<file path="src/hw/rtl/itr_pkg.sv">
// Shared types, constants and greedy table lookups for the integer to Roman
// numeral converter. No dependencies; every other RTL file imports this package.
package itr_pkg;

    localparam int NUM_W       = 12;
    localparam int SYM_W       = 8;
    localparam int ENTRIES     = 13;
    localparam int ENT_W       = 4;
    localparam int QUEUE_DEPTH = 2;

    localparam logic [NUM_W-1:0] MAX_VALUE = NUM_W'(3999);

    localparam logic [SYM_W-1:0] SYM_NONE = 8'h00;
    localparam logic [SYM_W-1:0] SYM_I    = 8'h49;
    localparam logic [SYM_W-1:0] SYM_V    = 8'h56;
    localparam logic [SYM_W-1:0] SYM_X    = 8'h58;
    localparam logic [SYM_W-1:0] SYM_L    = 8'h4C;
    localparam logic [SYM_W-1:0] SYM_C    = 8'h43;
    localparam logic [SYM_W-1:0] SYM_D    = 8'h44;
    localparam logic [SYM_W-1:0] SYM_M    = 8'h4D;

    typedef struct packed {
        logic [NUM_W-1:0] number;
        logic             range_error;
    } t_item;

    function automatic logic [NUM_W-1:0] value_of(input logic [ENT_W-1:0] e);
        logic [NUM_W-1:0] v;
        case (e)
            4'd0:    v = NUM_W'(1000);
            4'd1:    v = NUM_W'(900);
            4'd2:    v = NUM_W'(500);
            4'd3:    v = NUM_W'(400);
            4'd4:    v = NUM_W'(100);
            4'd5:    v = NUM_W'(90);
            4'd6:    v = NUM_W'(50);
            4'd7:    v = NUM_W'(40);
            4'd8:    v = NUM_W'(10);
            4'd9:    v = NUM_W'(9);
            4'd10:   v = NUM_W'(5);
            4'd11:   v = NUM_W'(4);
            default: v = NUM_W'(1);
        endcase
        return v;
    endfunction

    function automatic logic [SYM_W-1:0] first_of(input logic [ENT_W-1:0] e);
        logic [SYM_W-1:0] s;
        case (e)
            4'd0:    s = SYM_M;
            4'd1:    s = SYM_C;
            4'd2:    s = SYM_D;
            4'd3:    s = SYM_C;
            4'd4:    s = SYM_C;
            4'd5:    s = SYM_X;
            4'd6:    s = SYM_L;
            4'd7:    s = SYM_X;
            4'd8:    s = SYM_X;
            4'd9:    s = SYM_I;
            4'd10:   s = SYM_V;
            default: s = SYM_I;
        endcase
        return s;
    endfunction

    function automatic logic [SYM_W-1:0] second_of(input logic [ENT_W-1:0] e);
        logic [SYM_W-1:0] s;
        case (e)
            4'd1:    s = SYM_M;
            4'd3:    s = SYM_D;
            4'd5:    s = SYM_C;
            4'd7:    s = SYM_L;
            4'd9:    s = SYM_X;
            4'd11:   s = SYM_V;
            default: s = SYM_NONE;
        endcase
        return s;
    endfunction

endpackage

</file>
<file path="src/hw/rtl/integer_to_roman_unit.sv">
// Top level of the integer to Roman numeral converter.
// Depends on itr_pkg, itr_front, itr_queue and itr_back.
//
//  Channel  Signals                                        Direction
//  input    i_valid, o_ready, i_number[11:0]               one number per transfer
//  output   o_valid, i_ready, o_symbol[7:0], o_last,       one symbol per transfer
//           o_range_error
//
// The sequencer first loads an item from the queue, then emits one symbol per
// cycle while the output is not stalled; an out-of-range value gives a single
// null symbol instead.
// The queue holds QUEUE_DEPTH items, so numbers keep being accepted while a
// numeral is still being emitted. Output stalls hold the symbol in place.
// Reset is synchronous and empties the input register, queue and sequencer.
module integer_to_roman_unit #(
    parameter int QUEUE_DEPTH = itr_pkg::QUEUE_DEPTH
) (
    input  logic                      i_clk,
    input  logic                      i_rst_n,
    input  logic                      i_valid,
    output logic                      o_ready,
    input  logic [itr_pkg::NUM_W-1:0] i_number,
    output logic                      o_valid,
    input  logic                      i_ready,
    output logic [itr_pkg::SYM_W-1:0] o_symbol,
    output logic                      o_last,
    output logic                      o_range_error
);
    import itr_pkg::*;

    t_item front_item, queue_item;
    logic  front_valid, queue_in_ready, queue_valid, back_ready;

    itr_front u_front (
        .i_clk        (i_clk),
        .i_rst_n      (i_rst_n),
        .i_valid      (i_valid),
        .o_ready      (o_ready),
        .i_number     (i_number),
        .o_item_valid (front_valid),
        .i_item_ready (queue_in_ready),
        .o_item       (front_item)
    );

    itr_queue #(
        .DEPTH (QUEUE_DEPTH)
    ) u_queue (
        .i_clk   (i_clk),
        .i_rst_n (i_rst_n),
        .i_valid (front_valid),
        .o_ready (queue_in_ready),
        .i_item  (front_item),
        .o_valid (queue_valid),
        .i_ready (back_ready),
        .o_item  (queue_item)
    );

    itr_back u_back (
        .i_clk         (i_clk),
        .i_rst_n       (i_rst_n),
        .i_item_valid  (queue_valid),
        .o_item_ready  (back_ready),
        .i_item        (queue_item),
        .o_valid       (o_valid),
        .i_ready       (i_ready),
        .o_symbol      (o_symbol),
        .o_last        (o_last),
        .o_range_error (o_range_error)
    );

endmodule

</file>
<file path="src/hw/rtl/itr_front.sv">
// Input stage of the converter: registers each input transfer and flags values
// outside 1 to 3999. Depends on itr_pkg.
module itr_front (
    input  logic                     i_clk,
    input  logic                     i_rst_n,
    input  logic                     i_valid,
    output logic                     o_ready,
    input  logic [itr_pkg::NUM_W-1:0] i_number,
    output logic                     o_item_valid,
    input  logic                     i_item_ready,
    output itr_pkg::t_item           o_item
);
    import itr_pkg::*;

    logic  r_valid, n_valid;
    t_item r_item;

    assign o_ready      = !r_valid || i_item_ready;
    assign o_item_valid = r_valid;
    assign o_item       = r_item;

    always_comb begin
        n_valid = r_valid;
        if (i_valid && o_ready) begin
            n_valid = 1'b1;
        end else if (i_item_ready) begin
            n_valid = 1'b0;
        end
    end

    always_ff @(posedge i_clk) begin
        if (!i_rst_n) begin
            r_valid <= 1'b0;
        end else begin
            r_valid <= n_valid;
        end
    end

    always_ff @(posedge i_clk) begin
        if (i_valid && o_ready) begin
            r_item.number      <= i_number;
            r_item.range_error <= (i_number == '0) || (i_number > MAX_VALUE);
        end
    end

endmodule

</file>
<file path="src/hw/rtl/itr_queue.sv">
// Small FIFO of classified items between the input stage and the symbol
// sequencer. Depends on itr_pkg.
module itr_queue #(
    parameter int DEPTH = itr_pkg::QUEUE_DEPTH
) (
    input  logic           i_clk,
    input  logic           i_rst_n,
    input  logic           i_valid,
    output logic           o_ready,
    input  itr_pkg::t_item i_item,
    output logic           o_valid,
    input  logic           i_ready,
    output itr_pkg::t_item o_item
);
    import itr_pkg::*;

    localparam int PTR_W = $clog2(DEPTH);
    localparam int CNT_W = $clog2(DEPTH + 1);

    t_item            r_mem [DEPTH];
    logic [PTR_W-1:0] r_wr_ptr, r_rd_ptr;
    logic [CNT_W-1:0] r_count, n_count;
    logic             push, pop;

    assign o_ready = (r_count != CNT_W'(DEPTH));
    assign o_valid = (r_count != '0);
    assign o_item  = r_mem[r_rd_ptr];
    assign push    = i_valid && o_ready;
    assign pop     = o_valid && i_ready;

    always_comb begin
        n_count = r_count;
        if (push && !pop) begin
            n_count = r_count + CNT_W'(1);
        end else if (pop && !push) begin
            n_count = r_count - CNT_W'(1);
        end
    end

    always_ff @(posedge i_clk) begin
        if (!i_rst_n) begin
            r_wr_ptr <= '0;
            r_rd_ptr <= '0;
            r_count  <= '0;
        end else begin
            r_count <= n_count;
            if (push) begin
                r_wr_ptr <= (r_wr_ptr == PTR_W'(DEPTH - 1)) ? '0 : r_wr_ptr + PTR_W'(1);
            end
            if (pop) begin
                r_rd_ptr <= (r_rd_ptr == PTR_W'(DEPTH - 1)) ? '0 : r_rd_ptr + PTR_W'(1);
            end
        end
    end

    always_ff @(posedge i_clk) begin
        if (push) begin
            r_mem[r_wr_ptr] <= i_item;
        end
    end

endmodule

</file>
<file path="src/hw/rtl/itr_back.sv">
// Symbol sequencer: walks the greedy table for one item and emits one symbol per
// cycle into an output register while the output is not stalled. Depends on itr_pkg.
module itr_back (
    input  logic                      i_clk,
    input  logic                      i_rst_n,
    input  logic                      i_item_valid,
    output logic                      o_item_ready,
    input  itr_pkg::t_item            i_item,
    output logic                      o_valid,
    input  logic                      i_ready,
    output logic [itr_pkg::SYM_W-1:0] o_symbol,
    output logic                      o_last,
    output logic                      o_range_error
);
    import itr_pkg::*;

    typedef enum logic [3:0] {
        ST_IDLE   = 4'b0001,
        ST_WALK   = 4'b0010,
        ST_SECOND = 4'b0100,
        ST_ERROR  = 4'b1000
    } t_state;

    t_state           r_state, n_state;
    logic [NUM_W-1:0] r_rest, n_rest;
    logic [ENT_W-1:0] r_entry, n_entry;
    logic             r_out_valid, n_out_valid;
    logic [SYM_W-1:0] r_symbol, n_symbol;
    logic             r_last, n_last;
    logic             r_err, n_err;

    logic             emit;
    logic [ENT_W-1:0] found;
    logic [NUM_W-1:0] rest_after;

    assign o_item_ready  = (r_state == ST_IDLE);
    assign emit          = (r_state != ST_IDLE) && (!r_out_valid || i_ready);
    assign o_valid       = r_out_valid;
    assign o_symbol      = r_symbol;
    assign o_last        = r_last;
    assign o_range_error = r_err;

    // The first table entry at or after the current one that still fits.
    always_comb begin
        found = r_entry;
        for (int k = ENTRIES - 1; k >= 0; k--) begin
            if (ENT_W'(k) >= r_entry && r_rest >= value_of(ENT_W'(k))) begin
                found = ENT_W'(k);
            end
        end
        rest_after = r_rest - value_of(found);
    end

    always_comb begin
        n_state     = r_state;
        n_rest      = r_rest;
        n_entry     = r_entry;
        n_out_valid = r_out_valid;
        n_symbol    = r_symbol;
        n_last      = r_last;
        n_err       = r_err;
        if (r_out_valid && i_ready) begin
            n_out_valid = 1'b0;
        end
        unique case (r_state)
            ST_IDLE: begin
                if (i_item_valid) begin
                    n_rest  = i_item.number;
                    n_entry = '0;
                    n_state = i_item.range_error ? ST_ERROR : ST_WALK;
                end
            end
            ST_WALK: begin
                if (emit) begin
                    n_out_valid = 1'b1;
                    n_symbol    = first_of(found);
                    n_err       = 1'b0;
                    n_rest      = rest_after;
                    n_entry     = found;
                    if (second_of(found) != SYM_NONE) begin
                        n_last  = 1'b0;
                        n_state = ST_SECOND;
                    end else begin
                        n_last  = (rest_after == '0);
                        n_state = (rest_after == '0) ? ST_IDLE : ST_WALK;
                    end
                end
            end
            ST_SECOND: begin
                if (emit) begin
                    n_out_valid = 1'b1;
                    n_symbol    = second_of(r_entry);
                    n_err       = 1'b0;
                    n_last      = (r_rest == '0);
                    n_state     = (r_rest == '0) ? ST_IDLE : ST_WALK;
                end
            end
            ST_ERROR: begin
                if (emit) begin
                    n_out_valid = 1'b1;
                    n_symbol    = SYM_NONE;
                    n_err       = 1'b1;
                    n_last      = 1'b1;
                    n_state     = ST_IDLE;
                end
            end
            default: begin
                n_state = ST_IDLE;
            end
        endcase
    end

    always_ff @(posedge i_clk) begin
        if (!i_rst_n) begin
            r_state     <= ST_IDLE;
            r_out_valid <= 1'b0;
        end else begin
            r_state     <= n_state;
            r_out_valid <= n_out_valid;
        end
    end

    always_ff @(posedge i_clk) begin
        r_rest   <= n_rest;
        r_entry  <= n_entry;
        r_symbol <= n_symbol;
        r_last   <= n_last;
        r_err    <= n_err;
    end

endmodule

</file>
<file path="config.mk">
export PLATFORM = sky130hd
export DESIGN_NAME = integer_to_roman_unit
export DESIGN_NICKNAME = d
export VERILOG_FILES = /design/src/hw/rtl/itr_pkg.sv /design/src/hw/rtl/integer_to_roman_unit.sv /design/src/hw/rtl/itr_front.sv /design/src/hw/rtl/itr_queue.sv /design/src/hw/rtl/itr_back.sv
export SDC_FILE = /design/constraint.sdc
export NUM_CORES = 1
export LEC_CHECK = 0
export ABC_AREA = 1
export BUFFER_PORTS_ARGS = -buffer_cell sky130_fd_sc_hd__buf_2
export CAP_MARGIN = 20
export CORE_AREA = 2 2 96 98
export DETAILED_ROUTE_END_ITERATION = 8
export DIE_AREA = 0 0 98 100
export PLACE_DENSITY = 0.64
export SLEW_MARGIN = 20
export SYNTH_ARGS = -nofsm -noshare
export SYNTH_HDL_FRONTEND = slang
export SYNTH_SLANG_ARGS = --single-unit
</file>
<file path="constraint.sdc">
create_clock -name i_clk -period 4.7 [get_ports i_clk]
set_clock_uncertainty 0.15 [all_clocks]
set_input_delay 0.47 -clock i_clk [delete_from_list [all_inputs] [get_ports i_clk]]
set_output_delay 0.47 -clock i_clk [all_outputs]
set_load 0.03 [all_outputs]
</file>
### Word level (Yosys, flattened, before mapping)

Memories as Yosys holds them, arrays and structs flattened. A register that Yosys moved wholly into a read port is not among the register bits.
Cells that the tools add are included.

* muxes and demuxes: 56
* bitwise logic cells: 0
* multipliers: 0
* equality and inequality tests: 23
* div/mod/pow operators: 0
* reduce and logical (&&, ||, !) cells: 43
* shifts and indexed selects: 0
* magnitude comparators: 27
* add/sub/neg operators: 5

Operator list (number)
* 4-bit 2-to-1 mux: 21
* 7-bit case mux with 6 select lines: 2
* 8-bit 2-to-1 mux: 5
* 12-bit zero test: 3
* 12-bit by 10-bit >= comparator with 1-bit output (second input constant): 2
* 12-bit by 3-bit >= comparator with 1-bit output (second input constant): 2
* 12-bit by 4-bit >= comparator with 1-bit output (second input constant): 2
* 12-bit by 6-bit >= comparator with 1-bit output (second input constant): 2
* 12-bit by 7-bit >= comparator with 1-bit output (second input constant): 2
* 12-bit by 9-bit >= comparator with 1-bit output (second input constant): 2
* 12-bit 2-to-1 mux: 2
* 12-bit case mux with 2 select lines: 1
* 8-bit case mux with 3 select lines: 1
* 4-bit by 3-bit equality test with 1-bit output (second input constant): 5
* 4-bit equality test (second input constant): 5
* 4-bit >= comparator (first input constant): 5
* 1-bit logical AND: 20
* 3-bit by 4-bit >= comparator with 1-bit output (first input constant): 4
* 1-bit 2-to-1 mux: 16
* 4-bit case mux with 4 select lines: 1
* 4-bit by 1-bit equality test with 1-bit output (second input constant): 3
* 4-bit by 2-bit equality test with 1-bit output (second input constant): 3
* 12-bit by 1-bit >= comparator with 1-bit output (second input constant): 1
* 12-bit > comparator (second input constant): 1
* other kinds (22): 43

* memories: 3
* bits in writable memories: 26
* latch bits: 0
* output and inout port bits: 12
* memory bits (read-only): 240
* input bits: 16
* register bits: 49

Memory list
* (name not given): words 16, bits a word 10, read ports 1, clocked after Yosys merged registers in 0, write ports 0, line itr_pkg.sv:29 `case (e)`
* (name not given): words 16, bits a word 5, read ports 1, clocked after Yosys merged registers in 0, write ports 0, line itr_pkg.sv:49 `case (e)`
* u_queue.r_mem: words 2, bits a word 13, read ports 1, clocked after Yosys merged registers in 1, write ports 1, line itr_queue.sv:20 `t_item r_mem [DEPTH];`

### Depth between registers and ports, before layout

Gate-level depths: netlist of the first run.

* depth after elaboration: 23
* mapped depth: 37
* depth with buffers taken out: 37

### By module

Synthesis of the first run repeated with hierarchy kept, for this count alone.

* cells, all modules: 495
* area, all modules: 4336.7 µm²

Modules (own cells, without submodules)
* itr_back: cells each 380, instances 1, area each 2605.0 µm²
* itr_queue: cells each 77, instances 1, area each 1221.2 µm²
* itr_front: cells each 38, instances 1, area each 510.5 µm²

### Least setup slack after synthesis of the first run

OpenSTA, ideal clock, no wires.

* path kind: reg-to-reg
* start: register u_back.r_rest[10]
* end: register u_back.r_state[1]
* required time: 4.427 ns
* arrival: 3.817 ns
* cell stages (with the launch flop): 37
* slack: 0.610 ns
* path buffers: 0
* path through: edfxtp_1 -> nor2_4 -> nand2_4 -> nor2_8 -> nand2_4 -> nand2_1 -> nand2_1 -> nand2_1 -> nand2_1 -> nand2_1 -> nand2_1 -> nand2_1 -> nand2_1 -> nand2_1 -> nand2_1 -> nand2_1 -> nand2_1 -> nand2_2 -> nand2_2 -> ha_1 -> nand2_1 -> o21ai_0 -> o21ai_0 -> inv_1 -> ha_1 -> nand2_1 -> o21ai_1 -> a21oi_1 -> o21bai_1 -> xor2_1 -> nand2_1 -> nor3_1 -> nand4_1 -> nand2_1 -> nand3_1 -> nand2_1 -> a21oi_1

* word-level cells in the longest chain between the ends: 23

RTL lines
* from (decl): line itr_back.sv:25 `logic [NUM_W-1:0] r_rest, n_rest;`
* from (signal assigned): line itr_back.sv:124 `r_rest <= n_rest;`
* branches (longest 22 deep; another with 12-bit by 1-bit >= comparator with 1-bit output)
* 4-bit case mux with 4 select lines (*): line itr_back.sv:65 `unique case (r_state)`
* to (signal assigned): line itr_back.sv:118 `r_state <= n_state;`
* to (decl): line itr_back.sv:24 `t_state r_state, n_state;`

Every way passes the cells marked *. The select of a mux whose other input is x is not followed.
A chain may end at the register's enable or synchronous reset.

### Final worst setup path of the first run

* start: register u_back.r_rest[11]
* end: register u_back.r_state[0]

The elaborated chain is that of the path after synthesis.

==> qor.yml, run 1 <==
run_status:
  status: "finished clean"
worst_setup_path:
  cpPeakStageDelay_ns: 0.46
  crit_top_cell: "nand2_1"
  cp_num_buf_inv: 4
  cp-start-kind: "register"
  endpoint_kind: "register"
  cp.required_ns: 4.84
  criticalPathCategory: "register to register"
  path_max_fanout: 5
  arrival_ns: 4.68
  crit_family: "simple AND/OR/NAND/NOR gates"
  slowest_stage: "edfxtp_1"
yosys:
  ys_seq_elements: 74
  synth-edff-count: 63
  synth_cell_types: 41
  ys_async_sr_fraction: 0
  yosysTopAreaCellShare: 0.4546
  synth_area_um2: 4161
  syn_avg_cell_area_um2: 8.724
  synth_most_common_cell: "nand2_1"
  synthCells: 477
  yosys_warnings: 0
  synth_flop_cell: "edfxtp_1"
  ys_top_cells_by_count: "nand2_1 (113), edfxtp_1 (63), inv_1 (62)"
  synth_top_area_cell: "edfxtp_1"
  synth.top_cells.by_area: "edfxtp_1 (45%), nand2_1 (10%), inv_1 (5.6%), dfxtp_1 (5.3%), ha_1 (4.8%)"
  seq_area_frac_synth: 0.5075
global_route:
  grt_max_degree: 31
  grt_pass1_vias: 3249
  antenna_found_initial: 0
  grt_pass1_wl_um: 14630
  grt_usage: 0.1881
  grt_overflow_total: 0
drt:
  via_per_inst: 5.343
  drc: 0
  wl_per_cell_um: 14.48
  vias: 3473
  ant_nets: 0
  wirelength_um: 9410
  drt-initial-drc-count: 205
  firstDrtPassIters: 7
clocking:
  clk_latency_ns: 0.34
  cts_root_buf: "clkbuf_8"
  cts_max_path_buffers: 2
  ctsHoldBuffers: 0
  cts-htree-levels: 3
  cts_tree: "yes"
  cts_buffers: 9
  clkSinkCount: 74
  path_clk_slew_ns: 0.09
cells_and_area:
  multi_input_area_um2: 1951
  nFillCells: 760
  instances_no_fill: 650
  layout-area-overhead-vs-synth_pct: 20.20
  drive_gt1_frac: 0.2189
  nets: 567
  final_util: 0.5627
  n_antenna_cell: 0
  regArea_um2: 2112
timing:
  setup_viol: 0
  fin_worst_hold_slack_ns: 0.1725
  slew_violations: 0
  fin_crit_ns: 4.541
  rsz0062_at_grt: "yes"
  max_freq_mhz: 220.2
  finalCritPeriodShare: 0.9661
  slew_headroom: 0.3566
  tightest_slew_ns: 0.9640
  hold_viol_final: 0
  setup_tns_ns: 0
floorplan:
  start_util: 0.4681
  dieArea_um2: 9800
  die_h_um: 100
  coreArea_um2: 8890
  rows: 35
  fp.dieW_um: 98
  ios: 28
place:
  gp_congestion: 0.9198
  dpl.cell_count: 617
  dp_hpwl_um: 6649
  io_buffers: 25
run:
  maxCapViolations: 0
hold_path:
  hold_path.class: "input pin to register"
## sequential cells by signal, summed over array words and instances, names as in the netlist, 2 cells and up, named ones only
signal / cells
u_back.r_state: 4
u_front.o_item: 13
u_queue.r_mem: 26
u_back.o_symbol: 6
u_back.r_rest: 12
u_back.r_entry: 4
u_queue.r_count: 2
## cells in the final DEF (no fill, tap or decap), types with 5 or more instances in the layout
master,instances
nand2_1,107
a21oi_1,13
nor2_2,10
nand2_4,6
o211ai_1,7
a31oi_1,11
o21ai_0,25
o21ai_1,10
xor2_1,10
clkbuf_8,9
dfxtp_1,11
nand2_2,8
nand3_1,24
buf_4,27
edfxtp_1,63
buf_2,25
nor2_1,43
inv_1,61
ha_4,5
ha_1,11
## worst paths after layout
| path | end | cells after the start | slack, ns | startpoint |
|---|---|---|---|---|
| worst max-delay path | u_back.r_state[0]$_SDFFE_PN1P_ | 31 | 0.16 | u_back.r_rest[11]$_DFFE_PP_ |
| worst min-delay path | u_front.o_item[7]$_DFFE_PP_ | 1 | 0.17 | i_number[6] |
| worst max register to register | u_back.r_state[0]$_SDFFE_PN1P_ | 31 | 0.16 | u_back.r_rest[11]$_DFFE_PP_ |
| worst min register to register | u_queue.r_mem[1][6]$_DFFE_PP_ | 0 | 0.29 | u_front.o_item[6]$_DFFE_PP_ |
## final cells by class
class                      count  share of cell area
multi-input combinational    331              0.3899
timing repair buffer          53             0.06778
clock inverter                 6             0.01801
clock buffer                  10             0.02551
sequential                    74              0.4222
inverter                      65             0.04877
tap                          111             0.02776
## worst register-to-register path: cells and delay by family (launching register included)
kind,cells,cell delay [ns]
fa+ha+maj,2,0.56
compound gates,6,0.87
buf+inv,4,0.44
simple gates,18,1.79
flops,1,0.46
xor+xnor,1,0.21
## cells by family after synthesis
family / synth area share
and+or+nand+nor: 0.2318
AOI/OAI and AO/OA: 0.1137
DFF: 0.5075
buffers and inverters: 0.06794
adders and majority gates: 0.05292
xor gates and xnor gates: 0.02526
other: 0.0009011
## stage by stage
stage / instance area [um^2] / setup slack [ns]
after floorplan: 4165 / 0.6100
after global placement: 4476 / 0.1363
after detailed placement: 4476 / 0.07308
after CTS: 4693 / 0.03221
after global routing: 5002 / -0.2868
final: 5002 / 0.1592
## routing by layer
metal  GRT usage  vias up  share of wire
li1            -     1711              -
met1      0.2365     1634           0.43
met2      0.3156      103           0.50
met3     0.03900       25          0.041
met4     0.08333        0          0.031
met5           0        -              0
## repair_timing
action                                  in CTS  in global routing
endpoints found under the setup margin       0                  8
setup buffers                                0                 17
gates resized for setup                      0                 38
Power of run 1 is not shown: default switching activity piles up to over one toggle a cycle in this logic, so the estimate is an artifact.
==> inputs of run 2 (changes only) <==
--- a/config.mk
+++ b/config.mk
@@ -8,10 +8,10 @@
 export ABC_AREA = 1
 export BUFFER_PORTS_ARGS = -buffer_cell sky130_fd_sc_hd__buf_2
 export CAP_MARGIN = 20
-export CORE_AREA = 2 2 96 98
+export CORE_AREA = 2 2 133 135
 export DETAILED_ROUTE_END_ITERATION = 8
-export DIE_AREA = 0 0 98 100
-export PLACE_DENSITY = 0.64
+export DIE_AREA = 0 0 135 137
+export PLACE_DENSITY = 0.38
 export SLEW_MARGIN = 20
 export SYNTH_ARGS = -nofsm -noshare
 export SYNTH_HDL_FRONTEND = slang
==> run 2 against run 1 <==
Utilization down 25 points. Via count decreased by 3.2%. Routed wire length rose by 12%. Sequential cell count stayed put. Critical path type unchanged.
==> qor.yml, run 2 (synthesized netlist as in run 1, its figures left out) <==
worst_setup_path:
  endpoint_kind: "register"
  cp.required_ns: 4.83  # about the same
  arrival_ns: 4.62  # -0.06 ns
  path_max_fanout: 5  # unchanged
  criticalPathCategory: "register to register"
  worstReg2RegStart: "u_back.r_rest[5]$_DFFE_PP_"
  r2r_slack_ns: 0.21  # +0.05 ns
  cp-start-kind: "register"
  reg2reg_depth: 34  # +9.7%
  cpPeakStageDelay_ns: 0.46  # about the same
  startpoint: "u_back.r_rest[5]$_DFFE_PP_"
  crit_top_cell: "nand2_1"
  rr_endpoint: "u_back.r_state[0]$_SDFFE_PN1P_"
  slowest_stage: "edfxtp_1"
cells_and_area:
  drive_gt1_frac: 0.2322  # +0.01325
  multi_input_area_um2: 1944  # -0.32%
  nFillCells: 1872  # +150%
  mostFrequentLayoutCell: "nand2_1"
  layout-area-overhead-vs-synth_pct: 26.61
  mostFrequentLayoutCells: "nand2_1 (108), edfxtp_1 (63), inv_1 (61), nor2_1 (45), buf_4 (37)"
  regArea_um2: 2112  # unchanged
  instances_no_fill: 772  # +19%
  top_register: "u_queue.r_mem"
  largest_reg_flops: 26  # unchanged
  nets: 576  # +1.6%
  stdcell_area_um2: 5269  # +5.3%
  n_antenna_cell: 0  # unchanged
clocking:
  clk_latency_ns: 0.33  # about the same
  path_clk_slew_ns: 0.06  # -0.03 ns
  cts_tree: "yes"
  cts_max_path_buffers: 2  # unchanged
  cts_buffers: 9  # unchanged
  cts-htree-levels: 3  # unchanged
  clkSinkCount: 74  # unchanged
  ctsHoldBuffers: 0  # unchanged
  cts_root_buf: "clkbuf_16"
place:
  place_area_um2: 4731  # +5.7%
  dp_hpwl_um: 8188  # +23%
  dpl.cell_count: 746  # +21%
  gp_congestion: 0.8887  # -3.4%
  io_buffers: 25  # unchanged
run_status:
  status: "finished clean"
drt:
  via_per_inst: 4.356  # -18%
  wirelength_um: 10580  # +12%
  drt-initial-drc-count: 179  # -13%
  drc: 0  # unchanged
  firstDrtPassIters: 4  # -3
  wl_per_cell_um: 13.70  # -5.3%
  vias: 3363  # -3.2%
  ant_nets: 0  # unchanged
global_route:
  grt_overflow_total: 0  # unchanged
  grt_pass1_wl_um: 16750  # +14%
  grt_max_degree: 31  # unchanged
  grt_pass1_vias: 3374  # +3.8%
  grt_usage: 0.1179  # -0.07011
  antenna_found_initial: 0  # unchanged
timing:
  fin_crit_ns: 4.491  # -0.04965 ns
  hold_viol_final: 0  # unchanged
  finalCritPeriodShare: 0.9556  # -0.01056
  tightest_slew_ns: 0.9916  # +0.02761 ns
  max_freq_mhz: 222.7  # +1.1%
  rsz0062_at_grt: "yes"
  slew_violations: 0  # unchanged
  slew_headroom: 0.3382  # -0.01843
  setup_viol: 0  # unchanged
hold_path:
  hp-start: "i_number[4]"
  whs_endpoint: "u_front.o_item[5]$_DFFE_PP_"
  hold_path.class: "input pin to register"
  worstHoldPathCells: 1  # unchanged
floorplan:
  dieArea_um2: 18500  # +89%
  start_util: 0.2440  # -0.2241
  ios: 28  # unchanged
  fp.dieW_um: 135  # +38%
  coreArea_um2: 17060  # +92%
  die_h_um: 137  # +37%
  rows: 48  # +37%
run:
  maxCapViolations: 0  # unchanged
==> run 2: changes by cell type in the layout (fill, tap and decap cells not counted), sizes merged <==
cell,delta
clkbuf,-1
buf,+9
inv,-1
clkinv,+2
bufinv,-1
==> run 2: metrics by stage <==
step                      hold slack (ns)  TNS [ns]  worst slack [ns]    util
after floorplan                    0.2715         0            0.6100       -
after global placement             0.2793   -0.1591          -0.07145  0.2769
after detailed placement           0.2843   -0.2228           -0.1038  0.2774
after CTS                          0.1564         0         0.0009379  0.2962
after global routing               0.1647   -0.4505           -0.1864  0.3089
final                              0.1800         0            0.2089  0.3089
==> run 2: what timing repair did <==
action | in CTS | in global routing
pin swaps | 3 | 25
buffers inserted | 2 | 9
endpoints found under the setup margin | 3 | 5
gates resized for setup | 5 | 34
endpoints found under the hold margin | 0 | 0
==> run 2: how the worst max path moves through the flow <==
stage,end,slack (ns)
4_1_cts,u_back.r_state[0]$_SDFFE_PN1P_,0.0009
2_1_floorplan,u_back.r_state[1]$_SDFFE_PN0P_,0.61
3_3_place_gp,u_back.r_state[0]$_SDFFE_PN1P_,-0.07
3_5_place_dp,u_back.r_state[0]$_SDFFE_PN1P_,-0.10
6_report,u_back.r_state[0]$_SDFFE_PN1P_,0.21
5_1_grt,u_back.r_state[0]$_SDFFE_PN1P_,-0.19
==> run 2: cell type report <==
cell class                      count  share of cell area
Timing Repair Buffer               62             0.07647
Tap cell                          225             0.05343
Inverter                           65             0.04631
Clock buffer                        9             0.04275
Clock inverter                      6             0.01116
Sequential cell                    74              0.4009
Multi-Input combinational cell    331              0.3690
==> run 2: metal layers <==
layer	track usage	share of wire	vias up	wire, um
met2	0.1901	0.47	77	4954
met4	0.05382	0.020	0	216
met3	0.02407	0.036	14	383
li1	-	-	1731	-
met5	0	0	-	0
met1	0.1527	0.47	1541	5025
==> run 2: worst max-delay path: cells and delay by family (launching register included) <==
kind                       cells  cell delay [ns]
and+or+nand+nor               24             2.02
AOI/OAI and AO/OA              7             1.11
adders and majority gates      2             0.51
DFF                            1             0.46
xor gates and xnor gates       1             0.20
Power of run 2 is left out for the same reason.
